[src/hw/rtl/i2cm_pkg.sv]
package i2cm_pkg;

  // Command codes on the input side
  localparam logic [2:0] CMD_START = 3'd0;
  localparam logic [2:0] CMD_STOP  = 3'd1;
  localparam logic [2:0] CMD_WRITE = 3'd2;
  localparam logic [2:0] CMD_WAIT  = 3'd3;
  localparam logic [2:0] CMD_READ  = 3'd4;

  // Configuration register indexes
  localparam int unsigned CFG_IDX_W  = 1;
  localparam int unsigned CFG_DATA_W = 14;
  localparam logic [CFG_IDX_W-1:0] REG_TICKS_PER_UNIT = 1'b0;
  localparam logic [CFG_IDX_W-1:0] REG_ACK_TIMEOUT    = 1'b1;

  localparam logic [13:0] TICKS_RESET   = 14'd8;
  localparam logic [7:0]  TIMEOUT_RESET = 8'd250;

  localparam int unsigned IN_DATA_W  = 16;
  localparam int unsigned IN_USER_W  = 4;
  localparam int unsigned OUT_DATA_W = 16;

  typedef enum logic [2:0] {
    KIND_NONE  = 3'd0,
    KIND_START = 3'd1,
    KIND_STOP  = 3'd2,
    KIND_WRITE = 3'd3,
    KIND_WAIT  = 3'd4,
    KIND_READ  = 3'd5
  } kind_t;

  // One tick after classification
  typedef struct packed {
    kind_t      kind;
    logic [7:0] write_data;
    logic       send_ack;
    logic       sda_level;
  } item_t;

  typedef struct packed {
    logic full;
    logic empty;
  } q_status_t;

  typedef enum logic [16:0] {
    PH_IDLE    = 17'b00000000000000001,
    PH_ST_A    = 17'b00000000000000010,
    PH_ST_B    = 17'b00000000000000100,
    PH_SP_A    = 17'b00000000000001000,
    PH_SP_B    = 17'b00000000000010000,
    PH_WR_SET  = 17'b00000000000100000,
    PH_WR_HI   = 17'b00000000001000000,
    PH_WR_LO   = 17'b00000000010000000,
    PH_WA_REL  = 17'b00000000100000000,
    PH_WA_HI   = 17'b00000001000000000,
    PH_WA_POLL = 17'b00000010000000000,
    PH_TO_A    = 17'b00000100000000000,
    PH_TO_B    = 17'b00001000000000000,
    PH_RD_LO   = 17'b00010000000000000,
    PH_RD_HI   = 17'b00100000000000000,
    PH_RK_SET  = 17'b01000000000000000,
    PH_RK_HI   = 17'b10000000000000000
  } phase_t;

endpackage

[src/hw/rtl/i2cm_queue.sv]
module i2cm_queue #(
  parameter int unsigned DEPTH = 2
) (
  input  logic                clk,
  input  logic                rst_n,
  input  logic                push,
  input  i2cm_pkg::item_t     push_item,
  input  logic                pop,
  output i2cm_pkg::item_t     pop_item,
  output i2cm_pkg::q_status_t status
);

  localparam int unsigned PTR_W = (DEPTH > 1) ? $clog2(DEPTH) : 1;
  localparam int unsigned CNT_W = $clog2(DEPTH + 1);

  i2cm_pkg::item_t  slot_r [DEPTH];
  logic [PTR_W-1:0] wr_ptr_r, rd_ptr_r;
  logic [CNT_W-1:0] count_r;
  logic             do_push, do_pop;

  assign status.full  = (count_r == CNT_W'(DEPTH));
  assign status.empty = (count_r == '0);
  assign do_push      = push && !status.full;
  assign do_pop       = pop && !status.empty;
  assign pop_item     = slot_r[rd_ptr_r];

  always_ff @(posedge clk) begin
    if (do_push) begin
      slot_r[wr_ptr_r] <= push_item;
    end
  end

  always_ff @(posedge clk) begin
    if (!rst_n) begin
      wr_ptr_r <= '0;
      rd_ptr_r <= '0;
      count_r  <= '0;
    end else begin
      if (do_push) begin
        wr_ptr_r <= (wr_ptr_r == PTR_W'(DEPTH - 1)) ? '0 : wr_ptr_r + PTR_W'(1);
      end
      if (do_pop) begin
        rd_ptr_r <= (rd_ptr_r == PTR_W'(DEPTH - 1)) ? '0 : rd_ptr_r + PTR_W'(1);
      end
      if (do_push && !do_pop) begin
        count_r <= count_r + CNT_W'(1);
      end else if (do_pop && !do_push) begin
        count_r <= count_r - CNT_W'(1);
      end
    end
  end

endmodule

[src/hw/rtl/i2cm_front.sv]
module i2cm_front (
  input  logic                                in_tvalid,
  output logic                                in_tready,
  input  logic [i2cm_pkg::IN_DATA_W-1:0]      in_tdata,
  input  logic [i2cm_pkg::IN_USER_W-1:0]      in_tuser,
  input  i2cm_pkg::q_status_t                 q_status,
  output logic                                push,
  output i2cm_pkg::item_t                     push_item
);

  logic       cmd_valid;
  logic [2:0] command;

  assign cmd_valid = in_tuser[0];
  assign command   = in_tuser[3:1];

  assign in_tready = !q_status.full;
  assign push      = in_tvalid && !q_status.full;

  always_comb begin
    push_item.write_data = in_tdata[7:0];
    push_item.send_ack   = in_tdata[8];
    push_item.sda_level  = in_tdata[9];
    push_item.kind       = i2cm_pkg::KIND_NONE;
    if (cmd_valid) begin
      unique case (command)
        i2cm_pkg::CMD_START: push_item.kind = i2cm_pkg::KIND_START;
        i2cm_pkg::CMD_STOP:  push_item.kind = i2cm_pkg::KIND_STOP;
        i2cm_pkg::CMD_WRITE: push_item.kind = i2cm_pkg::KIND_WRITE;
        i2cm_pkg::CMD_WAIT:  push_item.kind = i2cm_pkg::KIND_WAIT;
        i2cm_pkg::CMD_READ:  push_item.kind = i2cm_pkg::KIND_READ;
        default:             push_item.kind = i2cm_pkg::KIND_NONE; // unused codes
      endcase
    end
  end

endmodule

[src/hw/rtl/i2cm_engine.sv]
module i2cm_engine (
  input  logic                               clk,
  input  logic                               rst_n,
  input  logic                               cfg_we,
  input  logic [i2cm_pkg::CFG_IDX_W-1:0]     cfg_addr,
  input  logic [i2cm_pkg::CFG_DATA_W-1:0]    cfg_wdata,
  input  i2cm_pkg::q_status_t                q_status,
  input  i2cm_pkg::item_t                    item,
  output logic                               pop,
  output logic                               out_tvalid,
  input  logic                               out_tready,
  output logic [i2cm_pkg::OUT_DATA_W-1:0]    out_tdata
);

  logic [13:0]      ticks_r;
  logic [7:0]       timeout_r;

  i2cm_pkg::phase_t phase_r, phase_nxt;
  logic [3:0]       bit_cnt_r, bit_cnt_nxt;
  logic [7:0]       shift_r, shift_nxt;
  logic [15:0]      dly_r, dly_nxt;
  logic [7:0]       poll_r, poll_nxt;
  logic             scl_r, scl_nxt;
  logic             sda_r, sda_nxt;
  logic             ack_pend_r, ack_pend_nxt;
  logic             fail_r, fail_nxt;
  logic [7:0]       rx_r, rx_nxt;
  logic             done;

  logic             out_valid_r;
  logic [i2cm_pkg::OUT_DATA_W-1:0] out_data_r;

  logic [15:0]      target;
  logic [15:0]      dly_inc;
  logic [3:0]       bit_inc;

  assign pop        = !q_status.empty && (!out_valid_r || out_tready);
  assign out_tvalid = out_valid_r;
  assign out_tdata  = out_data_r;

  always_ff @(posedge clk) begin
    if (!rst_n) begin
      ticks_r   <= i2cm_pkg::TICKS_RESET;
      timeout_r <= i2cm_pkg::TIMEOUT_RESET;
    end else if (cfg_we) begin
      unique case (cfg_addr)
        i2cm_pkg::REG_TICKS_PER_UNIT: ticks_r   <= cfg_wdata[13:0];
        i2cm_pkg::REG_ACK_TIMEOUT:    timeout_r <= cfg_wdata[7:0];
      endcase
    end
  end

  // Phase length: 4, 2 or 1 units, as a shift of the tick count
  always_comb begin
    unique case (phase_r)
      i2cm_pkg::PH_ST_A, i2cm_pkg::PH_ST_B, i2cm_pkg::PH_SP_A, i2cm_pkg::PH_SP_B,
      i2cm_pkg::PH_TO_A, i2cm_pkg::PH_TO_B:
        target = {ticks_r, 2'b00};
      i2cm_pkg::PH_WR_SET, i2cm_pkg::PH_WR_HI, i2cm_pkg::PH_WR_LO,
      i2cm_pkg::PH_RD_LO, i2cm_pkg::PH_RK_SET, i2cm_pkg::PH_RK_HI:
        target = {1'b0, ticks_r, 1'b0};
      default:
        target = {2'b00, ticks_r};
    endcase
  end

  assign dly_inc = dly_r + 16'd1;
  assign bit_inc = bit_cnt_r + 4'd1;

  always_comb begin
    phase_nxt    = phase_r;
    bit_cnt_nxt  = bit_cnt_r;
    shift_nxt    = shift_r;
    dly_nxt      = dly_r;
    poll_nxt     = poll_r;
    scl_nxt      = scl_r;
    sda_nxt      = sda_r;
    ack_pend_nxt = ack_pend_r;
    fail_nxt     = fail_r;
    rx_nxt       = rx_r;
    done         = 1'b0;

    unique case (phase_r)
      i2cm_pkg::PH_IDLE: begin
        dly_nxt = 16'd0;
        unique case (item.kind)
          i2cm_pkg::KIND_START: begin
            phase_nxt = i2cm_pkg::PH_ST_A;
            scl_nxt   = 1'b1;
            sda_nxt   = 1'b1;
          end
          i2cm_pkg::KIND_STOP: begin
            phase_nxt = i2cm_pkg::PH_SP_A;
            scl_nxt   = 1'b0;
            sda_nxt   = 1'b0;
          end
          i2cm_pkg::KIND_WRITE: begin
            bit_cnt_nxt = 4'd0;
            phase_nxt   = i2cm_pkg::PH_WR_SET;
            scl_nxt     = 1'b0;
            sda_nxt     = item.write_data[7];
            shift_nxt   = {item.write_data[6:0], 1'b0};
          end
          i2cm_pkg::KIND_WAIT: begin
            poll_nxt  = 8'd0;
            fail_nxt  = 1'b0;
            phase_nxt = i2cm_pkg::PH_WA_REL;
            sda_nxt   = 1'b1;
          end
          i2cm_pkg::KIND_READ: begin
            bit_cnt_nxt  = 4'd0;
            shift_nxt    = 8'd0;
            ack_pend_nxt = item.send_ack;
            phase_nxt    = i2cm_pkg::PH_RD_LO;
            scl_nxt      = 1'b0;
            sda_nxt      = 1'b1;
          end
          default: ;
        endcase
      end

      i2cm_pkg::PH_WA_POLL: begin
        if (!item.sda_level) begin
          phase_nxt = i2cm_pkg::PH_IDLE;
          scl_nxt   = 1'b0;
          sda_nxt   = 1'b1;
          dly_nxt   = 16'd0;
          done      = 1'b1;
        end else if (poll_r >= timeout_r) begin
          phase_nxt = i2cm_pkg::PH_TO_A;
          scl_nxt   = 1'b0;
          sda_nxt   = 1'b0;
          dly_nxt   = 16'd0;
        end else begin
          poll_nxt = poll_r + 8'd1;
        end
      end

      default: begin
        if (dly_inc < target) begin
          dly_nxt = dly_inc;
        end else begin
          dly_nxt = 16'd0;
          unique case (phase_r)
            i2cm_pkg::PH_ST_A: begin
              phase_nxt = i2cm_pkg::PH_ST_B;
              scl_nxt   = 1'b1;
              sda_nxt   = 1'b0;
            end
            i2cm_pkg::PH_ST_B: begin
              phase_nxt = i2cm_pkg::PH_IDLE;
              scl_nxt   = 1'b0;
              sda_nxt   = 1'b0;
              done      = 1'b1;
            end
            i2cm_pkg::PH_SP_A, i2cm_pkg::PH_TO_A: begin
              phase_nxt = (phase_r == i2cm_pkg::PH_SP_A) ? i2cm_pkg::PH_SP_B
                                                          : i2cm_pkg::PH_TO_B;
              scl_nxt   = 1'b1;
              sda_nxt   = 1'b1;
            end
            i2cm_pkg::PH_SP_B, i2cm_pkg::PH_TO_B: begin
              phase_nxt = i2cm_pkg::PH_IDLE;
              scl_nxt   = 1'b1;
              sda_nxt   = 1'b1;
              done      = 1'b1;
              if (phase_r == i2cm_pkg::PH_TO_B) begin
                fail_nxt = 1'b1;
              end
            end
            i2cm_pkg::PH_WR_SET: begin
              phase_nxt = i2cm_pkg::PH_WR_HI;
              scl_nxt   = 1'b1;
            end
            i2cm_pkg::PH_WR_HI: begin
              phase_nxt = i2cm_pkg::PH_WR_LO;
              scl_nxt   = 1'b0;
            end
            i2cm_pkg::PH_WR_LO: begin
              bit_cnt_nxt = bit_inc;
              scl_nxt     = 1'b0;
              if (bit_inc >= 4'd8) begin
                phase_nxt = i2cm_pkg::PH_IDLE;
                done      = 1'b1;
              end else begin
                phase_nxt = i2cm_pkg::PH_WR_SET;
                sda_nxt   = shift_r[7];
                shift_nxt = {shift_r[6:0], 1'b0};
              end
            end
            i2cm_pkg::PH_WA_REL: begin
              phase_nxt = i2cm_pkg::PH_WA_HI;
              scl_nxt   = 1'b1;
              sda_nxt   = 1'b1;
            end
            i2cm_pkg::PH_WA_HI: begin
              phase_nxt = i2cm_pkg::PH_WA_POLL;
              scl_nxt   = 1'b1;
              sda_nxt   = 1'b1;
            end
            i2cm_pkg::PH_RD_LO: begin
              // sample on the rising SCL edge
              phase_nxt = i2cm_pkg::PH_RD_HI;
              scl_nxt   = 1'b1;
              sda_nxt   = 1'b1;
              shift_nxt = {shift_r[6:0], item.sda_level};
            end
            i2cm_pkg::PH_RD_HI: begin
              bit_cnt_nxt = bit_inc;
              scl_nxt     = 1'b0;
              if (bit_inc >= 4'd8) begin
                rx_nxt    = shift_r;
                phase_nxt = i2cm_pkg::PH_RK_SET;
                sda_nxt   = !ack_pend_r;
              end else begin
                phase_nxt = i2cm_pkg::PH_RD_LO;
                sda_nxt   = 1'b1;
              end
            end
            i2cm_pkg::PH_RK_SET: begin
              phase_nxt = i2cm_pkg::PH_RK_HI;
              scl_nxt   = 1'b1;
            end
            i2cm_pkg::PH_RK_HI: begin
              phase_nxt = i2cm_pkg::PH_IDLE;
              scl_nxt   = 1'b0;
              done      = 1'b1;
            end
            default: begin
              phase_nxt = i2cm_pkg::PH_IDLE;
              done      = 1'b1;
            end
          endcase
        end
      end
    endcase
  end

  always_ff @(posedge clk) begin
    if (!rst_n) begin
      phase_r    <= i2cm_pkg::PH_IDLE;
      bit_cnt_r  <= 4'd0;
      shift_r    <= 8'd0;
      dly_r      <= 16'd0;
      poll_r     <= 8'd0;
      scl_r      <= 1'b1;
      sda_r      <= 1'b1;
      ack_pend_r <= 1'b0;
      fail_r     <= 1'b0;
      rx_r       <= 8'd0;
    end else if (pop) begin
      phase_r    <= phase_nxt;
      bit_cnt_r  <= bit_cnt_nxt;
      shift_r    <= shift_nxt;
      dly_r      <= dly_nxt;
      poll_r     <= poll_nxt;
      scl_r      <= scl_nxt;
      sda_r      <= sda_nxt;
      ack_pend_r <= ack_pend_nxt;
      fail_r     <= fail_nxt;
      rx_r       <= rx_nxt;
    end
  end

  always_ff @(posedge clk) begin
    if (!rst_n) begin
      out_valid_r <= 1'b0;
    end else if (pop) begin
      out_valid_r <= 1'b1;
    end else if (out_tready) begin
      out_valid_r <= 1'b0;
    end
  end

  always_ff @(posedge clk) begin
    if (pop) begin
      out_data_r <= {3'b000, fail_nxt, rx_nxt, done,
                     (phase_nxt != i2cm_pkg::PH_IDLE), sda_nxt, scl_nxt};
    end
  end

endmodule

[src/hw/rtl/i2c_master_byte_engine_top.sv]
// I2C master bit engine. Every input beat is one tick of bus time and yields exactly one
// output beat showing SCL, SDA release, busy, done, the last byte read and the ack-failure
// flag after that tick. Commands (start, stop, write byte, wait ack, read byte) are taken
// only while idle; others are dropped. Phase lengths are multiples of ticks_per_unit.
// Throughput is one beat per cycle while the output is not stalled; each result passes
// through the queue and then the engine's output register. A small queue (QUEUE_DEPTH
// beats) between decoder and engine plus the output register absorb back-pressure.
// Configuration must be written by the user only while idle; the block does not enforce it.
module i2c_master_byte_engine_top #(
  parameter int unsigned QUEUE_DEPTH = 2
) (
  input  logic                               clk,
  input  logic                               rst_n,
  // tdata: write_data[7:0], send_ack[8], sda_level[9], zero pad [15:10]
  input  logic [i2cm_pkg::IN_DATA_W-1:0]     in_tdata,
  // tuser: cmd_valid[0], command[3:1]
  input  logic [i2cm_pkg::IN_USER_W-1:0]     in_tuser,
  input  logic                               in_tvalid,
  output logic                               in_tready,
  // tdata: scl_level[0], sda_release[1], busy_res[2], done_res[3], read_data[11:4],
  //        ack_failed[12], zero pad [15:13]
  output logic [i2cm_pkg::OUT_DATA_W-1:0]    out_tdata,
  output logic                               out_tvalid,
  input  logic                               out_tready,
  input  logic                               cfg_we,
  input  logic [i2cm_pkg::CFG_IDX_W-1:0]     cfg_addr,
  input  logic [i2cm_pkg::CFG_DATA_W-1:0]    cfg_wdata
);

  i2cm_pkg::q_status_t q_status;
  i2cm_pkg::item_t     push_item, pop_item;
  logic                push, pop;

  i2cm_front u_front (
    .in_tvalid (in_tvalid),
    .in_tready (in_tready),
    .in_tdata  (in_tdata),
    .in_tuser  (in_tuser),
    .q_status  (q_status),
    .push      (push),
    .push_item (push_item)
  );

  i2cm_queue #(
    .DEPTH (QUEUE_DEPTH)
  ) u_queue (
    .clk       (clk),
    .rst_n     (rst_n),
    .push      (push),
    .push_item (push_item),
    .pop       (pop),
    .pop_item  (pop_item),
    .status    (q_status)
  );

  i2cm_engine u_engine (
    .clk        (clk),
    .rst_n      (rst_n),
    .cfg_we     (cfg_we),
    .cfg_addr   (cfg_addr),
    .cfg_wdata  (cfg_wdata),
    .q_status   (q_status),
    .item       (pop_item),
    .pop        (pop),
    .out_tvalid (out_tvalid),
    .out_tready (out_tready),
    .out_tdata  (out_tdata)
  );

endmodule

[config.mk]
export PLATFORM = sky130hd
export DESIGN_NAME = i2c_master_byte_engine_top
export DESIGN_NICKNAME = d
export VERILOG_FILES = /design/src/hw/rtl/i2cm_pkg.sv /design/src/hw/rtl/i2cm_queue.sv /design/src/hw/rtl/i2cm_front.sv /design/src/hw/rtl/i2cm_engine.sv /design/src/hw/rtl/i2c_master_byte_engine_top.sv
export SDC_FILE = /design/constraint.sdc
export NUM_CORES = 1
export LEC_CHECK = 0
export BUFFER_PORTS_ARGS = -buffer_cell sky130_fd_sc_hd__buf_2
export CAP_MARGIN = 0
export CELL_PAD_IN_SITES_DETAIL_PLACEMENT = 0
export CELL_PAD_IN_SITES_GLOBAL_PLACEMENT = 1
export CORE_UTILIZATION = 47
export DETAILED_ROUTE_END_ITERATION = 8
export GPL_ROUTABILITY_DRIVEN = 0
export HOLD_SLACK_MARGIN = 0.08
export PLACE_DENSITY = 0.9
export SETUP_SLACK_MARGIN = 0.5
export SLEW_MARGIN = 0
export SYNTH_ARGS = -nofsm -noshare
export SYNTH_HDL_FRONTEND = slang
export SYNTH_SLANG_ARGS = --single-unit
[constraint.sdc]
create_clock -name clk -period 6.05 [get_ports clk]
set_clock_uncertainty 0.1 [all_clocks]
set_input_delay 1.815 -clock clk [delete_from_list [all_inputs] [get_ports clk]]
set_output_delay 1.815 -clock clk [all_outputs]
set_load 0.01 [all_outputs]
==> impl_results.md <==
* Cell taking the most area after synthesis: dfxtp_1
* DR WL/cell at 16.84 um
* Area share of the largest cell type after synthesis at 0.2481
* Synth top cells by count: nand2_1, dfxtp_1, nor2_1, a21oi_1
* F_max at 0.1945 GHz
* Via count at 6,432
* Core area at about 15,000 um2
* Final instance area at 8433 um2
* First-pass GRT wire length at 29,950 um
* Worst slew pin tran at 1069 ps
* Top cells by area, synth: dfxtp_1, edfxtp_1, nand2_1
* Distinct cells, synth at 84
* Vias in the first global route at between 6,000 and 7,000
* Area grow syn2layout at 12.37%
* Clock Root Buffer: clkbuf_16
* First-pass DRT Iterations at 5
* RSZ-0062 raised after global routing: false
* Die height at around 130 um
* Final wirelength at 18,560 um
* Routed Antenna Nets at 0
* CP Capture Type: register
* Largest net degree at the start of global routing at 36
* Ys flop type: dfxtp_1
* Post-synth EDFFs at 39
* Site row count at 45
* CP startpoint kind: register
* Initial antenna violation count at 0
* Slew Viols, Final at 0
* CTS tree: built
* PwrDens at 403.6 nW/um2
* Port bufs at 48
* Die area at 16,480 um2
* Maximum VDD drop at 0.2970 mV
* Vias per inst at between 5 and 6
* Final Setup Violations at 0
* Top-count cell post-synth: nand2_1
* Worst-path maximum fanout at 15
* Outcome: completed
* Layout Nets at 945
* Total GRT Usage at 0.2341
* DP HPWL at approximately 13,000 um
* Register area share after synthesis at 0.4041
* Mapped Area at 7505 um2
* Layout cell share with drive strength beyond 1 at 0.1538
* # DRC at 0
* Async set-or-reset flop fraction in the synthesized netlist at 0
* Max_cap viols at 0
* I/O pins at 58
* Ratio of final minimum period to clock period at 0.8500
* Max-slew headroom at 0.2848
* Tmin final at 5142 ps
* Synth Instances at between 800 and 900
* Hold Vio Cnt, Final at 0
* Antenna cells at 0
* Critical path arrival at 5390 ps
* Grt total ovfl at 0
* Setup TNS at 0 ps
* DRT iter0 DRCs at around 520
* Buffer depth of the longest clock path at 2
* Seq cells post-synth at 132
* Clk pin slew, worst setup/hold paths at 60 ps
* Clock Sink Count at 132
* Leakage at 3.255 nW
* Total power at 3.404 mW
* DP Worst Slack at 621.3 ps
* Initial Utilization at 0.4882
* Worst setup margin at just over 900 ps
* Worst-Skew Late Latency at 430 ps
* Syn Area/Cell at about 8.8 um2
* H-tree levels at 4
* YS warnings at 0
* WS Path Type: reg2reg
* Placed inst area at between 7000 and 8000 um2
* Fill count at between 1,000 and 1,500
* Die width at 128.4 um
* Critical Path RT at 6300 ps
* Hold Path Class: reg2reg
* Post-CTS Hold Buffers at 0
* TritonCTS Buffers at 17
## final timing paths
path	start	end	slack [ps]	cells past startpoint
max reg2reg	u_engine.phase_r[1]$_SDFFE_PN0P_	u_engine.dly_r[3]$_SDFFE_PN0P_	910	15
max	u_engine.phase_r[1]$_SDFFE_PN0P_	u_engine.dly_r[3]$_SDFFE_PN0P_	910	15
min	u_engine.timeout_r[2]$_SDFFE_PN0P_	u_engine.timeout_r[2]$_SDFFE_PN0P_	360	2
min reg2reg	u_engine.timeout_r[2]$_SDFFE_PN0P_	u_engine.timeout_r[2]$_SDFFE_PN0P_	360	2
## routing by layer
metal | vias up | share of wire | global-route usage
li1 | 3171 | - | -
met1 | 3052 | 0.45 | 0.3023
met2 | 179 | 0.48 | 0.3819
met3 | 30 | 0.046 | 0.04657
met4 | 0 | 0.023 | 0.1003
met5 | - | 0 | 0
## worst max-delay path, stage by stage (launching register included)
cell	delay (ps)
dfxtp_1	460
or4_4	630
nor4_4	350
nand3_1	220
nand3_2	320
a22o_1	180
a21oi_1	40
ha_1	330
a21oi_1	140
o21ai_0	100
a221oi_1	580
nand2_1	230
nor3_4	430
nand2_1	370
or4_1	490
o21ai_0	80
## flip-flops by register name, indices dropped and copies added (netlist names), named ones only
register / flops
u_engine.sda_r: 1
u_queue.rd_ptr_r: 1
u_engine.poll_r: 8
u_engine.out_tvalid: 1
u_engine.bit_cnt_r: 4
u_queue.slot_r: 26
u_engine.scl_r: 1
u_engine.fail_r: 1
u_engine.shift_r: 8
u_engine.dly_r: 16
u_queue.count_r: 2
u_engine.ack_pend_r: 1
u_engine.out_tdata: 13
u_queue.wr_ptr_r: 1
u_engine.phase_r: 17
u_engine.rx_r: 8
u_engine.timeout_r: 8
u_engine.ticks_r: 14
## cells by family after synthesis
group / after synthesis / synth area share
buffers and inverters: 70 / 0.04151
other: 1 / 0.0004997
adders and majority gates: 27 / 0.04501
and+or+nand+nor: 361 / 0.2579
muxes: 40 / 0.05569
AOI/OAI and AO/OA: 191 / 0.1626
DFF: 132 / 0.4041
xor gates and xnor gates: 28 / 0.03268
## what timing repair did
item	in CTS	in global routing
gates resized for setup	0	3
endpoints found under the setup margin	0	40
buffers inserted	0	1
## layout make-up
type,instances,area [um2],share of cell area
tap,211,264.0,0.03131
timing repair buffer,54,285.3,0.03383
sequential,132,3033,0.3596
clock buffer,17,425.4,0.05045
inverter,23,86.33,0.01024
clock inverter,15,145.1,0.01721
multi-input combinational,650,4194,0.4973
## metrics by stage
stage	hold slack, ps	util	instances
CTS	358.7	0.5468	1101
detailed placement	349.9	0.5097	1069
finish	363.3	0.5486	1102
floorplan	336.3	-	852
global placement	348.7	0.5097	1069
global route	377.2	0.5486	1102
## layout by cell type, fill, tap and decap left out, types with 25 or more instances in the layout
master	instances
nand2_1	104
dfxtp_1	93
nor2_1	76
a21oi_1	74
buf_2	48
edfxtp_1	39
nand3_1	38
ha_1	27
o21ai_0	26
mux2i_1	26
nor3_1	25
## where the power goes
group | internal [mW] | total (mW) | switching, mW
Clock | 0.574 | 0.997 | 0.423
Combinational | 0.432 | 1.24 | 0.809
Sequential | 1.06 | 1.17 | 0.110
Power figures use the tool's default switching activity.
